==> src/design/twrtc_pkg.sv <==
// Shared types and constants for the three-wire RTC serial master.
// Used by twrtc_engine and three_wire_rtc_serial_master; depends on nothing.
package twrtc_pkg;

    // Operation codes carried by each input beat.
    localparam logic [1:0] OP_TICK  = 2'd0;
    localparam logic [1:0] OP_WRITE = 2'd1;
    localparam logic [1:0] OP_READ  = 2'd2;

    // Configuration register indexes and port widths.
    localparam int CFG_INDEX_W = 1;
    localparam int CFG_DATA_W  = 10;
    localparam logic [CFG_INDEX_W-1:0] CFG_SETUP_TICKS = 1'b0;
    localparam logic [CFG_INDEX_W-1:0] CFG_BIT_TICKS   = 1'b1;

    localparam logic [9:0] SETUP_TICKS_RESET = 10'd100;
    localparam logic [3:0] BIT_TICKS_RESET   = 4'd1;

    // Bus pin levels: enable, clock, data drive and driven data level.
    typedef struct packed {
        logic ce;
        logic sclk;
        logic drive;
        logic out;
    } t_pins;

    // One result beat.
    typedef struct packed {
        logic       ce;
        logic       sclk;
        logic       io_drive;
        logic       io_out;
        logic       busy_res;
        logic       done_res;
        logic [7:0] read_data;
        logic       rejected;
    } t_result;

endpackage

==> src/design/three_wire_rtc_serial_master.sv <==
// Top level of the three-wire RTC serial master: configuration registers,
// input handshake and the registered result stage. Depends on twrtc_pkg and twrtc_engine.
// The result of an accepted input beat is registered and presented in the next cycle.
// One beat per cycle unless the result stage stalls; each beat steps the sequencer once.
// Reset (synchronous, active low): idle, pins all high with data driven, no result held,
// setup_ticks = 100 and bit_ticks = 1.
module three_wire_rtc_serial_master (
    input  logic                                i_clk,
    input  logic                                i_rst_n,
    input  logic                                i_cfg_we,
    input  logic [twrtc_pkg::CFG_INDEX_W-1:0]   i_cfg_index,
    input  logic [twrtc_pkg::CFG_DATA_W-1:0]    i_cfg_data,
    input  logic                                i_in_valid,
    output logic                                o_in_ready,
    input  logic [1:0]                          i_opcode,
    input  logic [7:0]                          i_address,
    input  logic [7:0]                          i_write_data,
    input  logic                                i_io_in,
    output logic                                o_out_valid,
    input  logic                                i_out_ready,
    output logic                                o_ce,
    output logic                                o_sclk,
    output logic                                o_io_drive,
    output logic                                o_io_out,
    output logic                                o_busy_res,
    output logic                                o_done_res,
    output logic [7:0]                          o_read_data,
    output logic                                o_rejected
);
    import twrtc_pkg::*;

    logic [9:0] r_setup_ticks;
    logic [3:0] r_bit_ticks;
    logic       r_out_valid;
    t_result    r_result;
    t_result    n_result;
    logic       in_accept;

    // A new beat is taken whenever the result register is empty or being
    // emptied in the same cycle, so the bus timing advances one tick per accepted beat.
    assign o_in_ready = !r_out_valid || i_out_ready;
    assign in_accept = i_in_valid && o_in_ready;

    // Configuration writes land immediately; the sequencer picks up a new
    // length the next time it enters a phase.
    always_ff @(posedge i_clk) begin
        if (!i_rst_n) begin
            r_setup_ticks <= SETUP_TICKS_RESET;
            r_bit_ticks <= BIT_TICKS_RESET;
        end else if (i_cfg_we) begin
            unique case (i_cfg_index)
                CFG_SETUP_TICKS: r_setup_ticks <= i_cfg_data[9:0];
                CFG_BIT_TICKS:   r_bit_ticks <= i_cfg_data[3:0];
                default: ;
            endcase
        end
    end

    // The sequencer computes this tick's pin levels and status from its
    // state and the beat, and steps its state only on an accepted beat.
    twrtc_engine u_engine (
        .i_clk        (i_clk),
        .i_rst_n      (i_rst_n),
        .i_step       (in_accept),
        .i_opcode     (i_opcode),
        .i_address    (i_address),
        .i_write_data (i_write_data),
        .i_io_in      (i_io_in),
        .i_setup_ticks(r_setup_ticks),
        .i_bit_ticks  (r_bit_ticks),
        .o_result     (n_result)
    );

    // Result register: the valid flag is control state, the payload needs no reset.
    always_ff @(posedge i_clk) begin
        if (!i_rst_n) begin
            r_out_valid <= 1'b0;
        end else if (in_accept) begin
            r_out_valid <= 1'b1;
        end else if (i_out_ready) begin
            r_out_valid <= 1'b0;
        end
    end

    always_ff @(posedge i_clk) begin
        if (in_accept) begin
            r_result <= n_result;
        end
    end

    assign o_out_valid = r_out_valid;
    assign o_ce = r_result.ce;
    assign o_sclk = r_result.sclk;
    assign o_io_drive = r_result.io_drive;
    assign o_io_out = r_result.io_out;
    assign o_busy_res = r_result.busy_res;
    assign o_done_res = r_result.done_res;
    assign o_read_data = r_result.read_data;
    assign o_rejected = r_result.rejected;

    // The closing tick of a transaction is always reported as busy.
    a_done_busy: assert property (@(posedge i_clk) disable iff (!i_rst_n)
        (o_out_valid && o_done_res) |-> o_busy_res)
        else $error("done without busy");

    // A released data pin never shows a driven level.
    a_released_low: assert property (@(posedge i_clk) disable iff (!i_rst_n)
        (o_out_valid && !o_io_drive) |-> !o_io_out)
        else $error("io_out high while released");

    // Read data appears only on the closing tick.
    a_rdata_done: assert property (@(posedge i_clk) disable iff (!i_rst_n)
        (o_out_valid && !o_done_res) |-> (o_read_data == 8'd0))
        else $error("read_data outside done");

    // Every accepted beat leaves a result waiting in the next cycle.
    a_accept_valid: assert property (@(posedge i_clk) disable iff (!i_rst_n)
        (i_in_valid && o_in_ready) |=> o_out_valid)
        else $error("accepted beat produced no result");

endmodule

==> src/design/twrtc_engine.sv <==
// Transaction sequencer of the three-wire RTC master: phase state, hold counter and shifters.
// Depends on twrtc_pkg for the pin and result types and the operation codes.
module twrtc_engine (
    input  logic             i_clk,
    input  logic             i_rst_n,
    input  logic             i_step,
    input  logic [1:0]       i_opcode,
    input  logic [7:0]       i_address,
    input  logic [7:0]       i_write_data,
    input  logic             i_io_in,
    input  logic [9:0]       i_setup_ticks,
    input  logic [3:0]       i_bit_ticks,
    output twrtc_pkg::t_result o_result
);
    import twrtc_pkg::*;

    typedef enum logic [4:0] {
        PH_IDLE,
        PH_CE_DOWN,
        PH_CLK_DOWN,
        PH_CE_UP,
        PH_LEAD,
        PH_CLK_LO,
        PH_DATA,
        PH_CLK_HI,
        PH_CLOSE_A,
        PH_CLOSE_B
    } t_phase;

    typedef struct packed {
        t_phase      phase;
        logic [9:0]  hold;
        logic [3:0]  bit_idx;
        logic [15:0] send;
        logic [7:0]  recv;
        logic        is_read;
        t_pins       pins;
    } t_state;

    localparam logic [3:0] LAST_ADDR_BIT = 4'd7;
    localparam logic [3:0] FIRST_DATA_BIT = 4'd8;
    localparam logic [3:0] LAST_DATA_BIT = 4'd15;

    localparam t_state STATE_RESET = '{
        phase:   PH_IDLE,
        hold:    10'd0,
        bit_idx: 4'd0,
        send:    16'd0,
        recv:    8'd0,
        is_read: 1'b0,
        pins:    4'hF
    };

    t_state r_state;
    t_state n_state;

    // Enter a phase: load its hold length and set the pins it changes.
    function automatic t_state f_enter(t_state s, t_phase p, logic [9:0] setup,
                                       logic [3:0] bitt);
        t_state     r;
        logic [9:0] len;
        r = s;
        len = (p == PH_CE_DOWN || p == PH_CLK_DOWN) ? setup : {6'd0, bitt};
        r.phase = p;
        r.hold = (len == 10'd0) ? 10'd1 : len;
        unique case (p)
            PH_CE_DOWN:  r.pins.ce = 1'b0;
            PH_CLK_DOWN: r.pins.sclk = 1'b0;
            PH_CE_UP:    r.pins.ce = 1'b1;
            PH_LEAD:     r.pins.drive = !s.bit_idx[3] || !s.is_read;
            PH_CLK_LO:   r.pins.sclk = 1'b0;
            PH_DATA: begin
                if (r.pins.drive) begin
                    r.pins.out = r.send[0];
                    r.send = {1'b0, r.send[15:1]};
                end
            end
            PH_CLK_HI:   r.pins.sclk = 1'b1;
            PH_CLOSE_A:  r.pins.ce = 1'b0;
            PH_CLOSE_B: begin
                if (r.is_read) begin
                    r.pins.ce = 1'b0;
                end else begin
                    r.pins.sclk = 1'b0;
                end
            end
            default: ;
        endcase
        return r;
    endfunction

    always_comb begin
        t_state  s;
        t_result res;
        logic    start;
        s = r_state;
        res = '0;
        start = (i_opcode == OP_WRITE) || (i_opcode == OP_READ);

        if (s.phase == PH_IDLE) begin
            if (start) begin
                s.send = {i_write_data, i_address};
                s.is_read = (i_opcode == OP_READ);
                s.bit_idx = 4'd0;
                s.recv = 8'd0;
                s = f_enter(s, PH_CE_DOWN, i_setup_ticks, i_bit_ticks);
            end
        end else if (start) begin
            res.rejected = 1'b1;
        end

        res.ce = s.pins.ce;
        res.sclk = s.pins.sclk;
        res.io_drive = s.pins.drive;
        res.io_out = s.pins.drive & s.pins.out;

        if (s.phase != PH_IDLE) begin
            res.busy_res = 1'b1;
            if (s.hold > 10'd1) begin
                s.hold = s.hold - 10'd1;
            end else begin
                unique case (s.phase)
                    PH_CE_DOWN:  s = f_enter(s, PH_CLK_DOWN, i_setup_ticks, i_bit_ticks);
                    PH_CLK_DOWN: s = f_enter(s, PH_CE_UP, i_setup_ticks, i_bit_ticks);
                    PH_CE_UP:    s = f_enter(s, PH_LEAD, i_setup_ticks, i_bit_ticks);
                    PH_LEAD:     s = f_enter(s, PH_CLK_LO, i_setup_ticks, i_bit_ticks);
                    PH_CLK_LO: begin
                        // Read bits are sampled at the end of each clock-low phase.
                        if (s.is_read && s.bit_idx[3]) begin
                            s.recv = {i_io_in, s.recv[7:1]};
                        end
                        s = f_enter(s, PH_DATA, i_setup_ticks, i_bit_ticks);
                    end
                    PH_DATA:     s = f_enter(s, PH_CLK_HI, i_setup_ticks, i_bit_ticks);
                    PH_CLK_HI: begin
                        if (s.bit_idx == LAST_DATA_BIT) begin
                            s.bit_idx = 4'd0;
                            s = f_enter(s, PH_CLOSE_A, i_setup_ticks, i_bit_ticks);
                        end else if (s.bit_idx == LAST_ADDR_BIT) begin
                            s.bit_idx = FIRST_DATA_BIT;
                            s = f_enter(s, PH_LEAD, i_setup_ticks, i_bit_ticks);
                        end else begin
                            s.bit_idx = s.bit_idx + 4'd1;
                            s = f_enter(s, PH_CLK_LO, i_setup_ticks, i_bit_ticks);
                        end
                    end
                    PH_CLOSE_A:  s = f_enter(s, PH_CLOSE_B, i_setup_ticks, i_bit_ticks);
                    default: begin
                        res.done_res = 1'b1;
                        res.read_data = s.is_read ? s.recv : 8'd0;
                        s.phase = PH_IDLE;
                        s.hold = 10'd0;
                    end
                endcase
            end
        end

        n_state = s;
        o_result = res;
    end

    always_ff @(posedge i_clk) begin
        if (!i_rst_n) begin
            r_state <= STATE_RESET;
        end else if (i_step) begin
            r_state <= n_state;
        end
    end

endmodule

==> config.mk <==
export PLATFORM = sky130hd
export DESIGN_NAME = three_wire_rtc_serial_master
export DESIGN_NICKNAME = d
export VERILOG_FILES = /design/src/design/twrtc_pkg.sv /design/src/design/three_wire_rtc_serial_master.sv /design/src/design/twrtc_engine.sv
export SDC_FILE = /design/constraint.sdc
export NUM_CORES = 1
export LEC_CHECK = 0
export BUFFER_PORTS_ARGS = -buffer_cell sky130_fd_sc_hd__clkbuf_2
export CAP_MARGIN = 20
export CORE_MARGIN = 10
export CORE_UTILIZATION = 50
export CTS_CLUSTER_SIZE = 28
export DETAILED_ROUTE_END_ITERATION = 6
export PLACE_DENSITY = 0.82
export SLEW_MARGIN = 10
export SYNTH_ARGS = -nofsm -noshare
export SYNTH_HDL_FRONTEND = slang
export SYNTH_SLANG_ARGS = --single-unit
==> constraint.sdc <==
create_clock -name i_clk -period 3.6 [get_ports i_clk]
set_clock_uncertainty 0.15 [all_clocks]
set_input_delay 0.36 -clock i_clk [delete_from_list [all_inputs] [get_ports i_clk]]
set_output_delay 0.36 -clock i_clk [all_outputs]
set_load 0.01 [all_outputs]
After elaboration in Yosys (flattened, before gate mapping). Index checks and enable logic that the tools add are counted. Widths: inputs -> output; s select.

Bits in registers: 78. Bits of input ports: 35. Output and inout bits: 17. Word-level logic and storage cells: 83.

Add/sub/neg operators: 2. Order comparisons: 1. Equality and inequality tests: 12. Muxes and demuxes: 24. Bitwise logic cells: 4. Reductions and logical operators: 19.

Operators with widths (number): $pmux 33 s7 (1); $mux 48 (4); $pmux 15 s8 (1); $mux 44 (1); $mux 33 (1); $mux 10 (3); $eq 5x3->1 const B (4); $mux 9 (2); $mux 16 (1); $mux 8 (2); $reduce_or 11->1 (1); $eq 5x2->1 const B (2); $gt 10x1->1 const B (1); $logic_not 10->1 (1); $sub 10x1->10 const B (1); $reduce_or 8->1 (1); $mux 1 (6); $eq 5x1->1 const B (1); $eq 5x4->1 const B (1); $logic_not 5->1 (1); $mux 5 (1); $reduce_bool 5->1 (1); $add 4x1->4 const B (1); $eq 4x3->1 const B (1); 13 further kinds (22).

Longest topological paths before layout. Gate-level depths: netlist of run 1.

Depth after elaboration: 10. Depth in mapped cells: 16. Mapped depth without buffers: 13.

By module. Synthesis of run 1 repeated with hierarchy kept, for this count alone.

Cell total of the unflattened synthesis: 512. Area, all modules: 4375.4 sq um.

By module, submodules not included: twrtc_engine (instances 1, cells each 433, area each 3326.9 sq um, seq. area each 960.9 sq um); three_wire_rtc_serial_master (instances 1, cells each 79, area each 1048.5 sq um, seq. area each 750.7 sq um).

Least setup slack after synthesis of run 1. OpenSTA, ideal clock, no wires.

Path kind: input to register. Start point: input i_opcode[0]. End point: register u_engine.r_state[22] in the netlist's numbering. Setup time: 0.122 ns. Data arrival time: 3.304 ns. Required time: 3.328 ns. Slack: 0.024 ns. Stages on the path: 16. Buffers on the path: 6. Cells stage by stage: inv_1 ha_1 clkbuf_1 nor3_1 and2_1 clkbuf_1 clkbuf_1 mux2i_1 ha_1 clkbuf_1 nor2_1 or3_1 buf_2 buf_6 a21oi_2 a21oi_1.

Cells in the longest elaborated chain, start to end: 9. Elaborated cells on any way between the ends: 23. Those cells by class: order compare: 1; eq/ne: 11; mux: 8; reduce/logical: 3.

Ends and longest elaborated chain: from (decl) (line three_wire_rtc_serial_master.sv:15) `input logic [1:0] i_opcode,`; $eq 2x1->1 or $eq 2x2->1 (tied branches) (line twrtc_engine.sv:98) `start = (i_opcode == OP_WRITE) || (i_opcode == OP_READ);`; $logic_or 1x1->1 * (line twrtc_engine.sv:98); $mux 48 * (line twrtc_engine.sv:101) `if (start) begin`; $mux 48 * (line twrtc_engine.sv:100) `if (s.phase == PH_IDLE) begin`; $eq 5x1->1, or another cell as far along (line twrtc_engine.sv:122) `unique case (s.phase)`; $reduce_or 2->1 (no line) or $mux 48 (tied branches); $pmux 33 s7 (line twrtc_engine.sv:122); $mux 33 (line twrtc_engine.sv:119) `if (s.hold > 10'd1) begin`; $mux 48 * (line twrtc_engine.sv:117) `if (s.phase != PH_IDLE) begin`; to (signal assigned) (line twrtc_engine.sv:166) `r_state <= n_state;`; to (decl) (line twrtc_engine.sv:54) `t_state r_state;`.

Mark *: on every way between the ends. The rest lies on a longest branch, timed or not. A chain may end at the register's enable or synchronous reset.

Worst setup path after layout of run 1.
Start point: register r_setup_ticks[5]. End point: register u_engine.r_state[31] in the netlist's numbering.

Cells in the longest elaborated chain, start to end: 7.

Ends and longest elaborated chain: from (decl) (line three_wire_rtc_serial_master.sv:32) `logic [9:0] r_setup_ticks;`; from (signal assigned) (line three_wire_rtc_serial_master.sv:52) `CFG_SETUP_TICKS: r_setup_ticks <= i_cfg_data[9:0];`; $logic_not 10->1 (line twrtc_engine.sv:65) `r.hold = (len == 10'd0) ? 10'd1 : len;`; $mux 10 * (line twrtc_engine.sv:65); $mux 48 * (line twrtc_engine.sv:101); $mux 48 * (line twrtc_engine.sv:100); $gt 10x1->1 * (line twrtc_engine.sv:119); $mux 33 * (line twrtc_engine.sv:119); $mux 48 * (line twrtc_engine.sv:117).

Marked as above.

==> flow_metrics.py, run 1 <==
metrics = {
    "outcome": {
        "status": "complete, no violations",
    },
    "logic_synthesis": {
        "syn_avg_cell_area_um2": 7.76,
        "ys_ff_latch": 78,
        "seq_area_frac_synth_pct": 39.5,
        "yosys.area.top_type": "dfxtp_1",
        "synthCells": 558,
        "syn_nets": 598,
        "ys_types": 60,
        "synth-async-reset-ratio_pct": 0,
        "synth_top_area_share_pct": 29.1,
        "yosysWarnings": 0,
        "synthTopCellsByArea": "dfxtp_1, nand2_1, edfxtp_1",
        "synthFlopType": "dfxtp_1",
        "synth_edf_count": 15,
        "syn_area_um2": 4330,
    },
    "worst_setup_path": {
        "cp_top_family": "simple AND/OR/NAND/NOR gates",
        "cp-end-kind": "flop",
        "crit_buf_inv": 1,
        "start_kind": "flop",
        "critPathRequiredTime_ns": 3.74,
        "timing.rr.start": "r_setup_ticks[5]$_SDFFE_PN1P_",
        "crit_start": "r_setup_ticks[5]$_SDFFE_PN1P_",
        "slowest_delay_ns": 0.58,
        "critPathKind": "reg -> reg",
        "critical_path.cell_chain": "or4_1 -> o41ai_2 -> mux2_2 -> inv_1 -> ha_1 -> nor2_1 -> nor3b_1 -> o21ai_0 -> a22oi_1 -> nor2_1",
        "worstPathMaxFanout": 8,
        "cpMaxStageDelayCell": "or4_1",
        "cp_common_cell": "nor2_1",
        "arrival_ns": 3.52,
    },
    "grt": {
        "grt_use_total_pct": 17.4,
        "grt_pass1_wl_um": 18900,
        "met2_usage_pct": 28.1,
        "use_met3_pct": 3.91,
        "overflow": 0,
        "grt_max_degree": 39,
        "first_global_vias": 4122,
        "antenna_found_initial": 0,
        "grt_use_met1_pct": 21.3,
        "busiest_layer": "met2",
    },
    "clock_network": {
        "cts_buffers": 9,
        "clk_latency_ns": 0.36,
        "root_buffer": "clkbuf_8",
        "clk_path_buf_depth": 2,
        "clkTransAtPathRegs_ns": 0.08,
        "cts_tree": "built",
        "cts_num_sinks": 78,
        "h-tree-depth": 3,
        "postCtsSetupBuffers": 0,
    },
    "drt": {
        "drt_iter0_markers": 349,
        "vias": 4188,
        "drc_errors": 0,
        "routed_wl_um": 11200,
        "drtAntennaViolNets": 0,
        "vias_per_cell": 5.92,
        "wl_per_cell_um": 15.8,
        "dr.pass1.iters": 5,
    },
    "floorplan": {
        "die_area_um2": 12800,
        "row_count": 33,
        "boundaryPins": 52,
        "start_util_pct": 51.9,
        "die_h_um": 113,
        "coreArea_um2": 8340,
        "die-width_um": 113,
    },
    "sta": {
        "setup-violations-final": 0,
        "fmax_mhz": 296,
        "slew_violations": 0,
        "tns_ns": 0,
        "rsz0062_at_grt": "no",
        "fin_crit_sh_pct": 94.0,
        "hold_ws_ns": 0.0569,
        "finalHoldViolCount": 0,
        "tightestPinTransition_ns": 0.947,
        "slew_headroom_pct": 36.8,
        "finalWorstPathRequiredPeriod_ns": 3.38,
    },
    "finish": {
        "n_fill_cell": 771,
        "area_growth_pct": 12.9,
        "nets": 638,
        "fin_cells": 708,
        "antenna_cells": 0,
        "drive_gt1_share_pct": 18.1,
    },
    "placement": {
        "place_inst": 692,
        "portBuffers": 51,
        "dp_hpwl_um": 7860,
        "globalplace.congestion": 0.932,
    },
    "min_path": {
        "hp-start": "i_cfg_data[6]",
        "hold_path.class": "in -> reg",
    },
    "power": {
        "p_per_area_nw_per_um2": 458,
        "leakagePower_nw": 1.92,
        "ir_worst_vdd_uv": 287,
    },
    "flow_run": {
        "maxCapViolations": 0,
    },
}
## stage by stage
step / power [mW] / utilization, % / area (um2) / setup slack [ns]
2_1_floorplan: 1.44 / - / 4330 / 0.0242
3_3_place_gp: 1.59 / 56.2 / 4690 / 0.0378
3_5_place_dp: 1.61 / 56.2 / 4690 / 0.00187
4_1_cts: 2.24 / 58.5 / 4880 / 0.156
5_1_grt: 2.36 / 58.6 / 4890 / 0.00146
6_report: 2.24 / 58.6 / 4890 / 0.216
## area by class of cell
type | instances | area [um2] | share of cell area, %
clock inverter | 7 | 61.3 | 1.25
inverter | 10 | 37.5 | 0.768
timing repair buffer | 70 | 398 | 8.14
tap | 105 | 131 | 2.69
multi-input combinational | 429 | 2420 | 49.6
clock buffer | 9 | 124 | 2.54
sequential | 78 | 1710 | 35.0
## where the power goes
part	internal [mW]	leakage (nW)	switching, mW
logic	0.232	1.18	0.378
clock network	0.265	0.0892	0.369
registers	0.948	0.655	0.0451
## final timing paths
| check | slack, ns | endpoint | depth (start not counted) |
|---|---|---|---|
| max | 0.22 | u_engine.r_state[31]$_SDFFE_PN0P_ | 10 |
| min | 0.06 | r_setup_ticks[6]$_SDFFE_PN1P_ | 3 |
| max reg2reg | 0.22 | u_engine.r_state[31]$_SDFFE_PN0P_ | 10 |
| min reg2reg | 0.29 | o_sclk$_DFFE_PP_ | 0 |
## synth_stat cells, types with 3 or more instances
master	number
nand3b_1	5
o2111ai_1	3
and2_1	16
o211ai_1	8
xnor2_1	3
a21oi_2	7
inv_1	10
o21ai_0	33
a31oi_1	5
ha_1	5
or4_1	5
nor3_2	4
buf_2	7
clkbuf_1	31
nor4_1	5
dfxtp_1	63
nand2_1	126
xor2_1	5
nor3b_1	3
mux2_2	4
a21oi_1	62
a22oi_1	5
nor3_1	11
o31ai_1	4
nor2_1	22
and3_1	3
nor2b_1	3
a211oi_1	3
nand3_1	34
nand2b_1	5
or3_1	5
mux2i_1	6
edfxtp_1	15
## logic make-up after synthesis
| kind of cell | synth area share (%) |
|---|---|
| AND/OR/NAND/NOR | 29.0 |
| multiplexers | 2.95 |
| flip-flops | 39.5 |
| AO/OA/AOI/OAI | 20.6 |
| buffers and inverters | 4.80 |
| XOR/XNOR | 1.62 |
| adder cells (fa/ha/maj) | 1.45 |
## sequential cells by signal, indices dropped and copies added, names as in the netlist
register / cells
o_io_drive: 1
o_out_valid: 1
o_busy_res: 1
o_rejected: 1
o_sclk: 1
o_read_data: 8
r_bit_ticks: 4
u_engine.r_state: 48
o_done_res: 1
r_setup_ticks: 10
o_io_out: 1
o_ce: 1
## repair_timing
action                                  4_1_cts  5_1_grt
endpoints found under the setup margin        4        8
gates resized for setup                       1        1
hold buffers                                  0        0
## layout by cell type, fill, tap and decap left out, drive strengths merged, types with 8 or more instances in the layout
master and instances:
a21oi 69, and2 16, buf 19, clkbuf 60, dfxtp 63, edfxtp 15
inv 15, nand2 127, nand3 34, nor2 22, nor3 16, o211ai 8
o21ai 33
## per-layer routing
metal  routed length (um)  up-vias
met5                    0        -
met4                  255        0
met3                  796       22
met2                 5310      158
met1                 4840     1952
li1                     -     2056
## worst register-to-register path, cell delays in order (launching register included)
cell     delay [ns]
dfxtp_1        0.37
or4_1          0.58
o41ai_2        0.43
mux2_2         0.28
inv_1          0.06
ha_1           0.30
nor2_1         0.36
nor3b_1        0.09
o21ai_0        0.42
a22oi_1        0.16
nor2_1         0.11
No activity file was read; power rests on OpenSTA's default activity.
==> run 2, diff against run 1 <==
CORE_UTILIZATION = 49   (was 50)
PLACE_DENSITY = 0.81   (was 0.82)
==> run 2 against run 1 <==
Clock power is 0.8% higher. Cell count is 0.28% higher. Non-clock buffer count is 1 lower. Sequential share of layout area is 0.054 points higher. Wire length is 1.4% higher. Count of clock-buffer cells in the layout stayed put. Critical path type unchanged.
==> flow_metrics.py, run 2 (synthesis gave the netlist of run 1 again) <==
metrics = {
    "clock_network": {
        "clk_path_buf_depth": 2,
        "root_buffer": "clkbuf_8",
        "postCtsSetupBuffers": 0,
        "clk_latency_ns": 0.36,
        "cts_buffers": 9,
        "clkTransAtPathRegs_ns": 0.10,
        "h-tree-depth": 3,
        "cts_num_sinks": 78,
        "cts_tree": "built",
    },
    "power": {
        "ir_worst_vdd_uv": 255,
        "swShare_pct": 35.7,
        "p_per_area_nw_per_um2": 460,
        "seqPwrFrac_pct": 44.3,
        "pwr-share-comb_pct": 27.2,
        "clkPwrFrac_pct": 28.5,
        "leakagePower_nw": 1.92,
        "p_sw_uw": 801,
        "finalPower_mw": 2.24,
        "intPower_mw": 1.44,
    },
    "sta": {
        "tightestPinTransition_ns": 0.974,
        "finalHoldViolCount": 0,
        "rsz0062_at_grt": "no",
        "tns_ns": 0,
        "fin_crit_sh_pct": 96.7,
        "slew_violations": 0,
        "hold_ws_ns": 0.0578,
        "setup-violations-final": 0,
        "fmax_mhz": 287,
        "finalWorstPathRequiredPeriod_ns": 3.48,
        "slew_headroom_pct": 35.0,
    },
    "finish": {
        "nets": 637,
        "mostFrequentLayoutCell": "nand2_1",
        "final_cell_mix": "nand2_1, dfxtp_1, a21oi_1",
        "drive_gt1_share_pct": 17.9,
        "antenna_cells": 0,
        "top_register": "u_engine.r_state",
        "area_growth_pct": 12.7,
        "fin_area_um2": 4880,
        "largest_reg_flops": 48,
        "postLayoutCoreUtil_pct": 56.2,
    },
    "grt": {
        "overflow": 0,
        "grt_use_total_pct": 17.4,
        "first_global_vias": 4049,
        "grt_max_degree": 39,
        "grt_pass1_wl_um": 19100,
        "antenna_found_initial": 0,
    },
    "drt": {
        "routed_wl_um": 11400,
        "vias": 4294,
        "vias_per_cell": 6.05,
        "drc_errors": 0,
        "drtAntennaViolNets": 0,
        "drt_iter0_markers": 332,
        "met1Wirelength_um": 4750,
        "wl_met3_um": 882,
        "dr.pass1.iters": 5,
        "wl_met2_um": 5460,
        "wl_per_cell_um": 16.0,
        "highest_layer": "met4",
    },
    "worst_setup_path": {
        "arrival_ns": 3.46,
        "start_kind": "flop",
        "cp-end-kind": "flop",
        "worstPathMaxFanout": 16,
        "critPathRequiredTime_ns": 3.58,
        "critPathKind": "reg -> reg",
    },
    "placement": {
        "portBuffers": 51,
        "placed_area_um2": 4680,
        "globalplace.congestion": 0.926,
        "dp_hpwl_um": 7960,
    },
    "floorplan": {
        "die-width_um": 114,
        "die_h_um": 114,
        "boundaryPins": 52,
        "coreArea_um2": 8680,
        "die_area_um2": 13000,
        "row_count": 34,
        "start_util_pct": 49.9,
    },
    "outcome": {
        "status": "complete, no violations",
    },
    "flow_run": {
        "maxCapViolations": 0,
    },
    "min_path": {
        "hold_path.class": "in -> reg",
    },
}
[run 2: cell count changes in the layout (fill, tap and decap cells not counted)]
cell / delta
buf_4: -1
clkinv_4: +1
clkinvlp_4: -1
nand2_2: +1
nand2_4: -1
o21ai_0: -1
o21ai_1: +1
[run 2: repair_timing]
| action | in CTS | in global routing |
|---|---|---|
| setup endpoints to repair | 0 | 37 |
| gates resized for setup | 0 | 2 |
| hold buffers | 0 | 0 |
[run 2: power by group through the flow]
stage          Combinational, mW  Sequential, mW  Clock, mW
2_1_floorplan              0.430            1.01          0
3_3_place_gp               0.579            1.01          0
6_report                   0.610           0.994      0.639
5_1_grt                    0.677            1.00      0.697
4_1_cts                    0.598           0.992      0.645
3_5_place_dp               0.594            1.01          0
[run 2: area by class of cell]
type / instances / area (um2)
Clock buffer: 9 / 124
Clock inverter: 7 / 62.6
Fill cell: 831 / 3800
Inverter: 10 / 37.5
Multi-Input combinational cell: 429 / 2420
Sequential cell: 78 / 1710
Tap cell: 108 / 135
Timing Repair Buffer: 69 / 390
[run 2: layer usage]
| layer | vias up | track usage [%] |
|---|---|---|
| met4 | 0 | 6.77 |
| li1 | 2061 | - |
| met2 | 192 | 28.4 |
| met1 | 2012 | 21.4 |
| met3 | 29 | 4.62 |
| met5 | - | 0 |
[run 2: path summary, 6_finish.rpt]
path,startpoint,endpoint,slack [ns],cells after the start
worst max-delay path,r_setup_ticks[5]$_SDFFE_PN1P_,o_read_data[5]$_SDFFCE_PP0P_,0.12,9
worst min-delay path,i_cfg_data[6],r_setup_ticks[6]$_SDFFE_PN1P_,0.06,3
worst max register to register,r_setup_ticks[5]$_SDFFE_PN1P_,o_read_data[5]$_SDFFCE_PP0P_,0.12,9
worst min register to register,u_engine.r_state[2]$_SDFFE_PN1P_,o_sclk$_DFFE_PP_,0.30,0
[run 2: worst max-delay path, stage by stage, from the launching register on]
cell and delay, ns:
dfxtp_1 0.37, or4_1 0.59, o41ai_2 0.41, mux2_2 0.27, inv_1 0.06, ha_1 0.29
or2_2 0.41, nand2_2 0.35, nor3_2 0.16, and2_1 0.19
[run 2: metrics by stage]
stage	worst slack (ns)	instances
2_1_floorplan	0.0242	558
3_3_place_gp	0.0394	694
3_5_place_dp	0.0108	694
4_1_cts	0.00716	710
5_1_grt	0.00348	710
6_report	0.118	710
